$ cat config.mk
export PLATFORM = sky130hd
export DESIGN_NAME = addressable_led_pulse_serializer
export DESIGN_NICKNAME = d
export VERILOG_FILES = /design/src/hdl/alps_pkg.sv /design/src/hdl/alps_cfg_regs.sv /design/src/hdl/alps_core.sv /design/src/hdl/alps_out_reg.sv /design/src/hdl/addressable_led_pulse_serializer.sv
export VERILOG_INCLUDE_DIRS = /design/src /design/src/hdl
export SDC_FILE = /design/constraint.sdc
export NUM_CORES = 1
export LEC_CHECK = 0
export BUFFER_PORTS_ARGS = -buffer_cell sky130_fd_sc_hd__buf_2
export CORE_MARGIN = 2
export CORE_UTILIZATION = 52
export DETAILED_ROUTE_END_ITERATION = 16
export PLACE_DENSITY_LB_ADDON = 0.2
export SLEW_MARGIN = 20
export SYNTH_ARGS = -nofsm -noshare
export SYNTH_HDL_FRONTEND = slang
export SYNTH_SLANG_ARGS = --single-unit
export TNS_END_PERCENT = 30
$ cat constraint.sdc
create_clock -name aclk -period 10 [get_ports aclk]
set_input_delay 1.5 -clock aclk [delete_from_list [all_inputs] [get_ports aclk]]
set_output_delay 1.5 -clock aclk [all_outputs]
set_load 0.01 [all_outputs]
$ cat src/hdl/assert_macros.svh
// Assertion macros used by the top-level RTL file.
`ifndef ASSERT_MACROS_SVH
`define ASSERT_MACROS_SVH

// Same-cycle implication, checked on every rising aclk out of reset
`define ALPS_ASSERT_IMP(label, ante, cons) \
    label: assert property (@(posedge aclk) disable iff (!aresetn) (ante) |-> (cons)) \
        else $error("implication check failed");

// Next-cycle implication, checked on every rising aclk out of reset
`define ALPS_ASSERT_NEXT(label, ante, cons) \
    label: assert property (@(posedge aclk) disable iff (!aresetn) (ante) |=> (cons)) \
        else $error("next-cycle check failed");

// Invariant that holds at every rising aclk out of reset
`define ALPS_ASSERT_ALWAYS(label, expr) \
    label: assert property (@(posedge aclk) disable iff (!aresetn) (expr)) \
        else $error("invariant check failed");

`endif

$ cat src/hdl/alps_pkg.sv
// Package: shared types and constants of the LED pulse serializer.
package alps_pkg;

    // Width of the bit-period tick counter
    localparam int TICK_COUNT_BITS = 16;
    // Compare width: covers both the counter and the 16-bit timing registers
    localparam int CMP_W = (TICK_COUNT_BITS > 16) ? TICK_COUNT_BITS : 16;
    // Longest period the counter can time
    localparam logic [CMP_W-1:0] CNT_MAX = CMP_W'({TICK_COUNT_BITS{1'b1}});

    // Bits sent per colour byte
    localparam logic [3:0] BITS_PER_BYTE = 4'd8;

    // Register reset values
    localparam logic [7:0]  BRIGHTNESS_RST = 8'd32;
    localparam logic [15:0] HIGH_ONE_RST   = 16'd64;
    localparam logic [15:0] HIGH_ZERO_RST  = 16'd32;
    localparam logic [15:0] PERIOD_RST     = 16'd100;

    // Configuration register indexes
    typedef enum logic [1:0] {
        REG_BRIGHTNESS = 2'd0,
        REG_HIGH_ONE   = 2'd1,
        REG_HIGH_ZERO  = 2'd2,
        REG_PERIOD     = 2'd3
    } reg_idx_t;

    // Input item kind, carried on tuser
    typedef enum logic {
        FUNC_BYTE = 1'b0,
        FUNC_TICK = 1'b1
    } func_t;

    // Configuration register bank
    typedef struct packed {
        logic [7:0]  brightness;
        logic [15:0] high_one;
        logic [15:0] high_zero;
        logic [15:0] period;
    } cfg_t;

    // One result item
    typedef struct packed {
        logic done;
        logic need;
        logic pin;
    } res_t;

    // Core status for checking
    typedef struct packed {
        logic busy;
        logic bits_nonzero;
    } core_status_t;

endpackage

$ cat src/hdl/alps_cfg_regs.sv
// Configuration register bank written through the plain write port.
module alps_cfg_regs
    import alps_pkg::*;
(
    input  logic        aclk,
    input  logic        aresetn,
    input  logic        cfg_we,
    input  logic [1:0]  cfg_index,
    input  logic [15:0] cfg_wdata,
    output cfg_t        cfg
);

    cfg_t cfg_reg;
    cfg_t cfg_next;

    // Write decode
    always_comb begin
        cfg_next = cfg_reg;
        if (cfg_we) begin
            unique case (reg_idx_t'(cfg_index))
                REG_BRIGHTNESS: cfg_next.brightness = cfg_wdata[7:0];
                REG_HIGH_ONE:   cfg_next.high_one   = cfg_wdata;
                REG_HIGH_ZERO:  cfg_next.high_zero  = cfg_wdata;
                REG_PERIOD:     cfg_next.period     = cfg_wdata;
                default:        cfg_next = cfg_reg;
            endcase
        end
    end

    always_ff @(posedge aclk) begin
        if (!aresetn) begin
            cfg_reg.brightness <= BRIGHTNESS_RST;
            cfg_reg.high_one   <= HIGH_ONE_RST;
            cfg_reg.high_zero  <= HIGH_ZERO_RST;
            cfg_reg.period     <= PERIOD_RST;
        end else begin
            cfg_reg <= cfg_next;
        end
    end

    assign cfg = cfg_reg;

endmodule

$ cat src/hdl/alps_core.sv
// Serializer state and per-transaction update: byte load, tick timing, pin level.
module alps_core
    import alps_pkg::*;
(
    input  logic         aclk,
    input  logic         aresetn,
    input  cfg_t         cfg,
    input  logic         in_fire,
    input  logic         in_func,
    input  logic [7:0]   in_color_byte,
    input  logic         in_last_byte,
    output logic         res_valid,
    output res_t         res,
    output core_status_t status
);

    logic [7:0]                 shift_reg,  shift_next;
    logic [3:0]                 bits_reg,   bits_next;
    logic [TICK_COUNT_BITS-1:0] tick_reg,   tick_next;
    logic                       busy_reg,   busy_next;
    logic                       fe_reg,     fe_next;

    logic [15:0]                product;
    logic [CMP_W-1:0]           period_eff;
    logic [CMP_W-1:0]           high_eff;
    logic [TICK_COUNT_BITS-1:0] tick_inc;
    logic [3:0]                 bits_dec;

    // Brightness scaling of the incoming byte
    assign product = 16'(in_color_byte) * 16'(cfg.brightness);

    // Effective period: zero counts as one, clipped to the counter range
    always_comb begin
        period_eff = CMP_W'(cfg.period);
        if (period_eff == '0) begin
            period_eff = CMP_W'(1);
        end
        if (period_eff > CNT_MAX) begin
            period_eff = CNT_MAX;
        end
    end

    // High time of the current bit, clipped to the period
    always_comb begin
        high_eff = shift_reg[7] ? CMP_W'(cfg.high_one) : CMP_W'(cfg.high_zero);
        if (high_eff > period_eff) begin
            high_eff = period_eff;
        end
    end

    assign tick_inc = tick_reg + TICK_COUNT_BITS'(1);
    assign bits_dec = bits_reg - 4'd1;

    // State update and result for one transaction
    always_comb begin
        shift_next = shift_reg;
        bits_next  = bits_reg;
        tick_next  = tick_reg;
        busy_next  = busy_reg;
        fe_next    = fe_reg;
        res_valid  = 1'b0;
        res        = '0;
        if (in_fire) begin
            if (func_t'(in_func) == FUNC_BYTE) begin
                // a byte offered while busy is dropped
                if (!busy_reg) begin
                    shift_next = product[15:8];
                    bits_next  = BITS_PER_BYTE;
                    tick_next  = '0;
                    busy_next  = 1'b1;
                    fe_next    = in_last_byte;
                end
            end else begin
                res_valid = 1'b1;
                if (busy_reg) begin
                    res.pin = (CMP_W'(tick_reg) < high_eff);
                    if (CMP_W'(tick_inc) >= period_eff) begin
                        // end of bit period: next bit
                        tick_next  = '0;
                        shift_next = {shift_reg[6:0], 1'b0};
                        bits_next  = bits_dec;
                        if (bits_dec == '0) begin
                            busy_next = 1'b0;
                            if (fe_reg) begin
                                res.done = 1'b1;
                                fe_next  = 1'b0;
                            end
                        end
                    end else begin
                        tick_next = tick_inc;
                    end
                end
                res.need = !busy_next;
            end
        end
    end

    always_ff @(posedge aclk) begin
        if (!aresetn) begin
            shift_reg <= '0;
            bits_reg  <= '0;
            tick_reg  <= '0;
            busy_reg  <= 1'b0;
            fe_reg    <= 1'b0;
        end else begin
            shift_reg <= shift_next;
            bits_reg  <= bits_next;
            tick_reg  <= tick_next;
            busy_reg  <= busy_next;
            fe_reg    <= fe_next;
        end
    end

    assign status.busy         = busy_reg;
    assign status.bits_nonzero = (bits_reg != '0);

endmodule

$ cat src/hdl/alps_out_reg.sv
// Result register between the core and the master stream port.
module alps_out_reg
    import alps_pkg::*;
(
    input  logic aclk,
    input  logic aresetn,
    input  logic in_valid,
    input  res_t in_res,
    output logic in_ready,
    output logic out_valid,
    output res_t out_res,
    input  logic out_ready
);

    logic valid_reg, valid_next;
    res_t res_reg,   res_next;

    // Free when empty or when the held transaction leaves this cycle
    assign in_ready = !valid_reg || out_ready;

    always_comb begin
        valid_next = valid_reg;
        res_next   = res_reg;
        if (in_ready) begin
            valid_next = in_valid;
            res_next   = in_res;
        end
    end

    always_ff @(posedge aclk) begin
        if (!aresetn) begin
            valid_reg <= 1'b0;
        end else begin
            valid_reg <= valid_next;
        end
    end

    // Payload needs no reset
    always_ff @(posedge aclk) begin
        res_reg <= res_next;
    end

    assign out_valid = valid_reg;
    assign out_res   = res_reg;

endmodule

$ cat src/hdl/addressable_led_pulse_serializer.sv
// Top level of the addressable LED pulse serializer.
// The block takes one transaction per clock: a colour byte (tuser 0) or one
// tick of the pulse timer (tuser 1). Each tick yields one result transaction
// with the pin level for that tick, whether a new byte can be taken, and (on
// tlast) the end of the last bit of a byte marked last; byte offers yield no
// result and are dropped while a byte is still being sent. A transaction's
// work is done combinationally between the serializer state and a one-deep
// result register, so the input accepts every cycle; s_axis_tready drops only
// while that result register is full and m_axis_tready is low. A result
// appears in the cycle after its tick is accepted. Configuration writes take
// effect at once and are meant to be done while the block is idle.
`include "assert_macros.svh"

module addressable_led_pulse_serializer
    import alps_pkg::*;
(
    input  logic        aclk,
    input  logic        aresetn,
    // configuration write port
    input  logic        cfg_we,
    input  logic [1:0]  cfg_index,
    input  logic [15:0] cfg_wdata,
    // input stream
    input  logic        s_axis_tvalid,
    output logic        s_axis_tready,
    input  logic [7:0]  s_axis_tdata,   // [7:0] color_byte
    input  logic        s_axis_tuser,   // [0] func
    input  logic        s_axis_tlast,   // last_byte
    // result stream
    output logic        m_axis_tvalid,
    input  logic        m_axis_tready,
    output logic [7:0]  m_axis_tdata,   // [0] pin_level, [1] need_byte, [7:2] zero
    output logic        m_axis_tlast    // frame_done
);

    cfg_t         cfg;
    logic         in_fire;
    logic         core_res_valid;
    res_t         core_res;
    res_t         out_res;
    core_status_t core_status;

    assign in_fire = s_axis_tvalid && s_axis_tready;

    alps_cfg_regs u_cfg_regs (
        .aclk      (aclk),
        .aresetn   (aresetn),
        .cfg_we    (cfg_we),
        .cfg_index (cfg_index),
        .cfg_wdata (cfg_wdata),
        .cfg       (cfg)
    );

    alps_core u_core (
        .aclk          (aclk),
        .aresetn       (aresetn),
        .cfg           (cfg),
        .in_fire       (in_fire),
        .in_func       (s_axis_tuser),
        .in_color_byte (s_axis_tdata),
        .in_last_byte  (s_axis_tlast),
        .res_valid     (core_res_valid),
        .res           (core_res),
        .status        (core_status)
    );

    alps_out_reg u_out_reg (
        .aclk      (aclk),
        .aresetn   (aresetn),
        .in_valid  (core_res_valid),
        .in_res    (core_res),
        .in_ready  (s_axis_tready),
        .out_valid (m_axis_tvalid),
        .out_res   (out_res),
        .out_ready (m_axis_tready)
    );

    // Result packing
    assign m_axis_tdata = {6'b0, out_res.need, out_res.pin};
    assign m_axis_tlast = out_res.done;

    // Busy exactly while bits remain to be sent
    `ALPS_ASSERT_ALWAYS(a_busy_bits, core_status.busy == core_status.bits_nonzero)
    // A frame end is only reported once the shifter is free
    `ALPS_ASSERT_IMP(a_done_need, m_axis_tvalid && m_axis_tlast, m_axis_tdata[1])
    // A tick taken while idle gives a low pin and a byte request next cycle
    `ALPS_ASSERT_NEXT(a_idle_tick,
        in_fire && (s_axis_tuser == FUNC_TICK) && !core_status.busy,
        m_axis_tvalid && !m_axis_tdata[0] && m_axis_tdata[1] && !m_axis_tlast)

endmodule
==> flow_metrics.py <==
metrics = {
    "clock_network": {
        "clk_pin_slew_ns": 0.06,
        "cts_tree": "built",
        "cts_sinks": 90,
        "clk_path_buf_depth": 2,
        "h-tree-depth": 3,
        "cts_inserted_buffers": 9,
        "clk_latency_ns": 0.36,
        "postCtsSetupRepairBufs": 0,
        "cts_hold_buffers": 0,
        "root_buffer": "clkbuf_16",
        "post_cts_resized": 0,
    },
    "placed_design": {
        "dp_cells": 1044,
        "gp_congestion": 0.860,
        "portBuffers": 37,
        "hpwl_um": 13000,
    },
    "setup_path": {
        "critPathSlowestCell": "fa_1",
        "worstPathRequired_ns": 10.23,
        "cp.arrival_ns": 5.60,
        "crit_type": "input port to flop",
        "endpoint_kind": "flop",
        "timing.rr.end": "u_out_reg.out_res[0]$_SDFFCE_PN0N_",
        "max_stage_delay_ns": 0.55,
        "critical_path.max_fanout": 7,
        "cp_common_cell": "fa_1",
        "r2r_slack_ns": 5.23,
        "path_cells": "buf_2 -> nand2_1 -> fa_1 -> fa_1 -> inv_1 -> fa_1 -> fa_1 -> ha_1 -> a2111oi_2 -> o21ai_2 -> a41oi_2 -> a2111oi_0 -> a311o_1 -> a21oi_1 -> mux2i_1",
        "start_kind": "input port",
        "r2r_start": "u_core.shift_reg[7]$_SDFFE_PN0P_",
        "worstRegToRegCells": 14,
    },
    "global_routing": {
        "antenna_found_initial": 1,
        "grt_usage_pct": 24.8,
        "grt_pass1_vias": 5548,
        "overflow": 0,
        "grt_pass1_wl_um": 28500,
        "grt_start_max_net_pins": 69,
    },
    "power": {
        "design_power_total_mw": 0.921,
        "cellPowerDensity_mw_per_mm2": 119,
        "leakagePower_nw": 3.49,
        "vdd_ir_drop_max_mv": 0.140,
    },
    "logic_synthesis": {
        "ys_seq_area_share_pct": 25.5,
        "synth_area_per_cell_um2": 8.34,
        "muxShareOfSynthArea_pct": 6.44,
        "ys_ff_latch": 90,
        "synthAdderAreaFrac_pct": 24.0,
        "synth_xor_area_share_pct": 2.80,
        "synth_top_family_by_area": "adder cells",
        "async_flop_share_pct": 0,
        "synth_edf_count": 3,
        "synth_compound_area_share_pct": 13.4,
        "netlist_instances": 862,
        "synth_cell_type_count": 67,
        "yosys.area_share.simple_pct": 20.8,
        "synthFlopType": "dfxtp_1",
        "synth_area_mm2": 0.00719,
        "yosysWarnings": 0,
    },
    "floorplan": {
        "core_area_mm2": 0.0133,
        "rows": 42,
        "boundaryPins": 44,
        "die-area_mm2": 0.0148,
        "initial_core_util_pct": 53.8,
        "die_width_um": 122,
        "die_height_um": 122,
    },
    "finish": {
        "largest_register_ffs": 56,
        "fillers": 1289,
        "fin_cells": 1061,
        "fin_util_pct": 58.0,
        "layout-drive-gt1-share_pct": 10.4,
        "syn_to_final_growth_pct": 7.68,
        "nNetsFinal": 1029,
    },
    "route": {
        "drcViolationCount": 0,
        "wl_per_cell_um": 16.1,
        "post_drt_via_cell_ratio": 5.57,
        "final_antenna_net_count": 0,
        "drt_iter0_drc": 320,
        "first_pass_iters": 5,
        "routed-via-count": 5914,
        "routed_wl_um": 17000,
    },
    "sta": {
        "min_period_over_period_pct": 53.6,
        "drv_slew": 0,
        "period_needed_ns": 5.36,
        "max_slew_margin_pct": 31.6,
        "grt_setup_unrepaired": "no",
        "clock.fmax_mhz": 186,
        "clock_skew_ns": 0.0100,
        "fin_tns_setup_ns": 0,
        "hold_viol": 0,
        "worstMarginPinSlew_ns": 1.02,
        "finalSetupViolCount": 0,
    },
    "min_path": {
        "worstHoldPathCells": 2,
        "min_to": "u_cfg_regs.cfg[40]$_SDFFE_PN0P_",
        "holdCritStartpoint": "u_cfg_regs.cfg[40]$_SDFFE_PN0P_",
        "min_path_type": "flop to flop",
    },
    "status": {
        "status": "complete, no violations",
    },
    "job": {
        "max_cap_violations": 0,
    },
}
## how the worst max path moves through the flow
stage                                                   to  cells after the start       startpoint  slack [ns]
after floorplan           u_core.shift_reg[5]$_SDFFE_PN0P_                     16  s_axis_tdata[5]        4.45
after global placement    u_core.shift_reg[5]$_SDFFE_PN0P_                     16  s_axis_tdata[2]        4.36
after detailed placement  u_core.shift_reg[5]$_SDFFE_PN0P_                     16  s_axis_tdata[2]        4.26
after CTS                 u_core.shift_reg[5]$_SDFFE_PN0P_                     16  s_axis_tdata[2]        4.64
after global routing      u_core.shift_reg[5]$_SDFFE_PN0P_                     16  s_axis_tdata[2]        4.41
final                     u_core.shift_reg[6]$_SDFFE_PN0P_                     15  s_axis_tdata[0]        4.64
## layout make-up
type / instances / area [µm²] / area share, %
Sequential cell: 90 / 1830 / 23.7
Tap cell: 176 / 220 / 2.85
Inverter: 81 / 304 / 3.93
Antenna cell: 1 / 2.50 / 0.0323
Timing Repair Buffer: 39 / 200 / 2.59
Multi-Input combinational cell: 658 / 4880 / 63.0
Clock inverter: 5 / 60.1 / 0.776
Clock buffer: 11 / 243 / 3.14
## synth_stat cells, drive strengths merged, types with 2 or more instances
| cell | number | share of area, % |
|---|---|---|
| a2111oi | 3 | 0.45 |
| a211oi | 4 | 0.49 |
| a21o | 6 | 0.63 |
| a21oi | 73 | 5.1 |
| a22o | 2 | 0.24 |
| a22oi | 7 | 0.73 |
| a2bb2oi | 2 | 0.24 |
| a311oi | 3 | 0.37 |
| a31oi | 3 | 0.26 |
| a41oi | 3 | 0.47 |
| and2 | 27 | 2.4 |
| and3 | 10 | 0.87 |
| buf | 16 | 1.5 |
| clkbuf | 22 | 1.2 |
| dfxtp | 87 | 24 |
| edfxtp | 3 | 1.3 |
| fa | 35 | 9.8 |
| ha | 82 | 14 |
| inv | 80 | 4.2 |
| mux2 | 15 | 2.4 |
| mux2i | 29 | 4.1 |
| nand2 | 171 | 9.0 |
| nand2b | 5 | 0.44 |
| nand3 | 25 | 1.7 |
| nand3b | 2 | 0.21 |
| nand4 | 12 | 1.0 |
| nor2 | 28 | 1.5 |
| nor2b | 4 | 0.35 |
| nor3 | 21 | 1.5 |
| nor3b | 2 | 0.21 |
| nor4 | 6 | 0.91 |
| o2111ai | 2 | 0.42 |
| o211a | 2 | 0.28 |
| o211ai | 5 | 0.52 |
| o21a | 5 | 0.63 |
| o21ai | 19 | 1.4 |
| or2 | 5 | 0.44 |
| xnor2 | 18 | 2.2 |
| xor2 | 5 | 0.61 |
## stage by stage
stage	hold slack, ns	cell area [µm²]	setup WS, ns
floorplan	0.433	7200	4.45
global placement	0.441	7430	4.36
detailed placement	0.444	7430	4.26
CTS	0.453	7730	4.64
global route	0.475	7740	4.41
finish	0.450	7740	4.64
## routing by layer
layer,wire [µm],vias up,GRT usage [%]
met5,0,-,0
met4,219,0,6.18
met3,863,16,4.07
met2,7240,145,36.7
met1,8720,2792,37.6
li1,-,2961,-
## critical path, delay by kind of cell
kind,cells,cell delay [ns]
AO/OA/AOI/OAI,6,1.41
adder cells (fa/ha/maj),5,2.29
buffers and inverters,2,0.21
multiplexers,1,0.08
AND/OR/NAND/NOR,1,0.09
## cell families after synthesis
kind of cell,Yosys count
AND/OR/NAND/NOR,321
other,1
adder cells (fa/ha/maj),117
buffers and inverters,119
multiplexers,44
AO/OA/AOI/OAI,147
XOR/XNOR,23
flip-flops,90
## power by group
group	leakage [nW]	switching (mW)	internal, mW
Clock	0.151	0.149	0.202
Combinational	2.60	0.112	0.0728
Sequential	0.742	0.0124	0.372
Total	3.49	0.274	0.647
## placed cells by master (no fill, tap or decap), drive strengths merged, types with 27 or more instances in the layout
cell   synthesis  final
and2          27     27
buf           16     39
nor2          28     28
ha            82     82
a21oi         73     73
mux2i         29     29
inv           80     84
nand2        171    171
dfxtp         87     87
fa            35     35
No activity file was read; power rests on OpenSTA's default activity.
